File: config.mk
export PLATFORM = sky130hd
export DESIGN_NAME = cal_cell
export DESIGN_NICKNAME = d
export VERILOG_FILES = /design/src/hdl/cal_pkg.sv /design/src/hdl/cal_cell.sv
export SDC_FILE = /design/constraint.sdc
export NUM_CORES = 1
export LEC_CHECK = 0
export ABC_CLOCK_PERIOD_IN_PS = 12700
export BUFFER_PORTS_ARGS = -buffer_cell sky130_fd_sc_hd__buf_2
export CAP_MARGIN = 20
export CORE_MARGIN = 2
export CORE_UTILIZATION = 28
export DETAILED_ROUTE_END_ITERATION = 8
export GPL_TIMING_DRIVEN = 0
export SLEW_MARGIN = 20
export SYNTH_ARGS = -nofsm -noshare
export SYNTH_HDL_FRONTEND = slang
export SYNTH_SLANG_ARGS = --single-unit
File: constraint.sdc
create_clock -name clk -period 12.7 [get_ports clk]
set_input_delay 2.54 -clock clk [delete_from_list [all_inputs] [get_ports clk]]
set_output_delay 2.54 -clock clk [all_outputs]
set_load 0.02 [all_outputs]
File: src/hdl/cal_pkg.sv
// cal_pkg: shared constants, request kinds and the broadcast struct
// for the cursor array list; no dependencies
package cal_pkg;

  localparam int CAPACITY = 64;
  localparam int IDX_W    = $clog2(CAPACITY);
  localparam int CNT_W    = $clog2(CAPACITY + 1);
  localparam int WORD_W   = 32;
  localparam int FIELD_W  = 7;
  localparam int KIND_W   = 4;

  typedef enum logic [KIND_W-1:0] {
    KIND_CLEAR  = 4'd0,
    KIND_START  = 4'd1,
    KIND_END    = 4'd2,
    KIND_PREV   = 4'd3,
    KIND_NEXT   = 4'd4,
    KIND_SETPOS = 4'd5,
    KIND_READ   = 4'd6,
    KIND_INSERT = 4'd7,
    KIND_APPEND = 4'd8,
    KIND_REMOVE = 4'd9
  } kind_t;

  typedef enum logic [1:0] {
    SH_HOLD,
    SH_INSERT,
    SH_APPEND,
    SH_REMOVE
  } shift_op_t;

  typedef struct packed {
    shift_op_t                op;
    logic [CNT_W-1:0]         cursor;
    logic [CNT_W-1:0]         count;
    logic signed [WORD_W-1:0] item;
  } cal_bcast_t;

endpackage

File: src/hdl/cal_cell.sv
// cal_cell: one list slot, holds a word and trades it with its neighbors
// depends on cal_pkg
module cal_cell (
  input  logic                              clk,
  input  logic [cal_pkg::IDX_W-1:0]         cell_idx,
  input  cal_pkg::cal_bcast_t               bcast,
  input  logic signed [cal_pkg::WORD_W-1:0] lower_val,
  input  logic signed [cal_pkg::WORD_W-1:0] upper_val,
  output logic signed [cal_pkg::WORD_W-1:0] cell_val,
  output logic signed [cal_pkg::WORD_W-1:0] hit_val
);
  import cal_pkg::*;

  logic signed [WORD_W-1:0] value_r;
  logic signed [WORD_W-1:0] value_nxt;
  logic [CNT_W-1:0]         idx_ext;

  assign idx_ext  = CNT_W'(cell_idx);
  assign cell_val = value_r;
  // word at the cursor, zero elsewhere so the top can or them together
  assign hit_val  = (idx_ext == bcast.cursor) ? value_r : '0;

  always_comb begin
    value_nxt = value_r;
    case (bcast.op)
      SH_INSERT: begin
        if (idx_ext > bcast.cursor) begin
          value_nxt = lower_val;
        end else if (idx_ext == bcast.cursor) begin
          value_nxt = bcast.item;
        end
      end
      SH_APPEND: begin
        if (idx_ext == bcast.count) begin
          value_nxt = bcast.item;
        end
      end
      SH_REMOVE: begin
        if (idx_ext >= bcast.cursor) begin
          value_nxt = upper_val;
        end
      end
      default: value_nxt = value_r;
    endcase
  end

  always_ff @(posedge clk) begin
    value_r <= value_nxt;
  end

endmodule

After elaboration in Yosys (flattened, before gate mapping)
Cells that the tools add are included.
W data, S select, Z words.
- register bits after elaboration: 32
- latch bits: 0
- memory bits (writable): 0
- bits in read-only memories: 0
- input port bits: 119
- output and inout port bits: 64
- logic and storage cells: 19
- memories: 0
- add/sub/neg operators: 0
- $mul: 0
- divide/modulo/power cells: 0
- $lt $le $gt $ge: 2
- equality and inequality tests: 8
- shifts and indexed selects: 0
- mux-type cells: 6
- bitwise logic cells: 0
- reductions and logical operators: 2
- operator list (cell ; number):
    $mux W32 ; 5
    $pmux W32 S3 ; 1
    $eq A6 B7 Y1 ; 2
    $ge A6 B7 Y1 ; 1
    $gt A6 B7 Y1 ; 1
    $eq A2 B2 Y1 const B ; 2
    $ne A2 B2 Y1 const B ; 2
    $reduce_and A4 Y1 ; 1
    $ne A3 B3 Y1 const B ; 1
    $reduce_bool A3 Y1 ; 1
    $eq A2 B1 Y1 const B ; 1

Longest topological paths before layout
- depth after elaboration: 4
- mapped depth: 8
- mapped depth without buffers: 6

Worst setup path before layout
Ideal clock, no wire load.
- path type: in2out
- start point: in bcast[43] in the netlist's numbering
- end point: out hit_val[10] in the netlist's numbering
- data arrival time: 3.648 ns
- setup slack: 6.512 ns
- stages on the path: 6
- path buffers: 2
- path through: inv_1 ha_1 and4b_1 buf_4 clkbuf_1 and3_1
- word-level cells in the longest chain between the ends: 2
- RTL lines (item ; RTL line ; text):
    start: declaration ; cal_cell.sv:6 ; input cal_pkg::cal_bcast_t bcast,
    $eq A6 B7 Y1 ; cal_cell.sv:21 ; assign hit_val = (idx_ext == bcast.cursor) ? value_r : '0;
    $mux W32 ; cal_cell.sv:21 ;
    end: declaration ; cal_cell.sv:10 ; output logic signed [cal_pkg::WORD_W-1:0] hit_val
No other way between the ends.

Final worst setup path
- start point: in cell_idx[2] in the netlist's numbering
- end point: out hit_val[20] in the netlist's numbering
- word-level cells in the longest chain between the ends: 2
- RTL lines (item ; RTL line ; text):
    start: declaration ; cal_cell.sv:5 ; input logic [cal_pkg::IDX_W-1:0] cell_idx,
    $eq A6 B7 Y1 ; cal_cell.sv:21 ;
    $mux W32 ; cal_cell.sv:21 ;
No other way between the ends.

==> flow_metrics.py <==
metrics = {
    "cells_and_area": {
        "layout.filler_cells": 835,
        "final_util_pct": 42.9,
        "layout-area-overhead-vs-synth_pct": 49.2,
        "layout.area.seq_um2": 961,
        "mostFrequentLayoutCells": "187 x sky130_fd_sc_hd__buf_2, 33 x sky130_fd_sc_hd__mux2i_1, 33 x sky130_fd_sc_hd__and3_1, 32 x sky130_fd_sc_hd__nand2_1, 32 x sky130_fd_sc_hd__edfxtp_1",
        "stdcell_count": 516,
        "largest_reg_flops": 32,
        "multi_input_comb_area_mm2": 0.00127,
        "mostFrequentLayoutCell": "sky130_fd_sc_hd__buf_2",
        "diodes": 0,
        "layout.cell_area.non_filler_mm2": 0.00353,
        "drive_gt1_share_pct": 49.6,
        "fin_nets": 535,
    },
    "clock_network": {
        "cts_buffer_depth": 2,
        "cts_root_buffer": "sky130_fd_sc_hd__clkbuf_8",
        "post-cts-setup-buffer-count": 0,
        "numCtsBuffers": 5,
        "post_cts_resized": 0,
        "clock_sinks": 32,
        "total_of_hold_buffers_inserted_after_clock_tree_synthesis": 0,
        "cts.htree.levels": 2,
        "cts.clk_slew.worst_paths_ns": 0.08,
        "cts_tree": "done",
    },
    "run": {
        "maxCapViolCount": 0,
    },
    "critical_path": {
        "worstPathRequired_ns": 10.16,
        "worstSetupEndpointType": "primary output",
        "timing_worst_setup_path_type": "in -> out",
        "critical_path_peak_fanout": 10,
        "crit_arrival_ns": 4.23,
        "timing.critical_path.from_type": "input pin",
    },
    "route": {
        "routed-via-count": 2540,
        "routedWlPerCell_um": 16.1,
        "wl_um": 8310,
        "drt_via_density": 4.92,
        "route.antenna.remaining_nets": 0,
        "drcViolationCount": 0,
        "drt_iter0_drc": 64,
        "drt-pass1-iter-count": 4,
    },
    "die": {
        "std_cell_rows": 33,
        "floorplan.initialDensity_pct": 28.8,
        "die_y_um": 95.9,
        "num_io_pins": 183,
        "die_w_um": 95.9,
        "floorplan.core_area_mm2": 0.00822,
        "die_area_mm2": 0.00919,
    },
    "sta": {
        "max_slew_headroom_pct": 56.5,
        "final-setup-viol-count": 0,
        "minimum_clock_period_ns": 6.77,
        "finalHoldWorstSlack_ns": 2.60,
        "min_period_over_period_pct": 53.3,
        "rsz0062_at_grt": "no",
        "worstMarginPinSlew_ns": 0.652,
        "finalMaxSlewViolations": 0,
        "finalHoldViolations": 0,
        "final_worst_slack_ns": 5.93,
        "final.setup.tns_ns": 0,
        "fmax_mhz": 148,
    },
    "grt": {
        "grtUsageMet2_pct": 32.9,
        "antenna_found_initial": 0,
        "grtUsageMet3_pct": 4.54,
        "grt_pass1_vias": 2500,
        "gr-total-overflow": 0,
        "grt_busiest_layer": "met2",
        "grt_pass1_wl_um": 12400,
        "grtUsageMet1_pct": 21.5,
        "pin_count_of_the_biggest_net_entering_global_routing": 13,
        "groute.usage.overall_pct": 18.1,
    },
    "synthesis": {
        "post_synth_inst_count": 221,
        "syn_area_mm2": 0.00236,
        "syn_area_per_cell_um2": 10.7,
        "asyncSetResetFlopFracSynth_pct": 0,
        "yosys_register_bits": 32,
        "synthesis_warnings": 0,
        "number_of_enable_flip_flop_cells_after_synthesis": 32,
        "synth.yosys.seq_area_share_pct": 40.7,
        "post-synth-top-area-cell": "sky130_fd_sc_hd__edfxtp_1",
        "synthTopCellsByArea": "sky130_fd_sc_hd__edfxtp_1 41%, sky130_fd_sc_hd__o221a_1 14%, sky130_fd_sc_hd__mux2i_1 14%, sky130_fd_sc_hd__and3_1 8.7%, sky130_fd_sc_hd__nand2_1 5.1%",
        "yosysUniqueCellTypes": 31,
        "synth_fp_nets": 346,
        "most_used_flip_flop_cell_after_synthesis": "sky130_fd_sc_hd__edfxtp_1",
        "synth_top_cell_area_share_pct": 40.7,
    },
    "placed_design": {
        "placed_area_mm2": 0.00344,
        "place_hpwl_um": 6730,
        "globalplace.congestion": 0.779,
        "portBuffers": 180,
        "post-place-cells": 508,
        "dp_slack_ns": 5.95,
    },
    "pwr": {
        "totalPowerFinal_uw": 302,
        "total_leakage_power_nw": 1.87,
        "vdd.ir_drop.worst_uv": 42.3,
        "power.density_cell_area_mw_per_mm2": 85.5,
    },
    "status": {
        "run_status": "finished clean",
    },
    "hold_path": {
        "min_path_type": "in -> reg",
    },
}
==> metal layers <==
layer,vias up,part of all wire (%)
met5,-,0
met4,0,1.3
met3,9,8.0
met2,123,50
met1,1164,41
li1,1244,-
==> cell usage after synthesis, types with 2 or more instances <==
cell type / count
sky130_fd_sc_hd__and3_1: 33
sky130_fd_sc_hd__mux2i_1: 33
sky130_fd_sc_hd__edfxtp_1: 32
sky130_fd_sc_hd__nand2_1: 32
sky130_fd_sc_hd__o221a_1: 30
sky130_fd_sc_hd__clkbuf_1: 11
sky130_fd_sc_hd__buf_2: 7
sky130_fd_sc_hd__inv_1: 7
sky130_fd_sc_hd__ha_1: 6
sky130_fd_sc_hd__buf_6: 3
sky130_fd_sc_hd__xnor2_1: 3
sky130_fd_sc_hd__xor2_1: 3
sky130_fd_sc_hd__a21oi_1: 2
sky130_fd_sc_hd__o21ai_0: 2
==> kinds of logic (layout without fill, tap and decap cells) <==
logic type,count (synthesis),in the layout,synth area share [%]
xor gates and xnor gates,6,6,2.22
and+or+nand+nor,74,74,16.3
adders and majority gates,6,6,3.18
muxes,33,33,14.0
AOI/OAI and AO/OA,41,41,17.6
DFF,32,32,40.7
buffers and inverters,29,219,6.09
==> power by group <==
part / switching [mW] / internal, mW
combinational: 0.0495 / 0.0420
clock: 0.0410 / 0.0382
sequential: 0.00357 / 0.128
==> worst paths after layout <==
path,startpoint,endpoint,slack (ns),depth (start not counted)
worst min-delay path,bcast[26],cell_val[26],2.60,2
worst max-delay path,cell_idx[2],hit_val[20],5.93,7
==> critical path, cell delays in order <==
cell and delay [ns]:
sky130_fd_sc_hd__buf_2 0.12, sky130_fd_sc_hd__ha_1 0.32, sky130_fd_sc_hd__and3_1 0.15, sky130_fd_sc_hd__buf_2 0.21, sky130_fd_sc_hd__clkbuf_1 0.45, sky130_fd_sc_hd__and3_1 0.26, sky130_fd_sc_hd__buf_2 0.17
==> cell type report <==
class | count | area share, %
Clock buffer | 5 | 1.95
Buffer | 22 | 3.33
Timing Repair Buffer | 182 | 26.4
Clock inverter | 3 | 0.532
Multi-Input combinational cell | 160 | 36.1
Sequential cell | 32 | 27.2
Inverter | 7 | 0.745
Tap cell | 105 | 3.72
No activity file was read; power rests on OpenSTA's default activity.
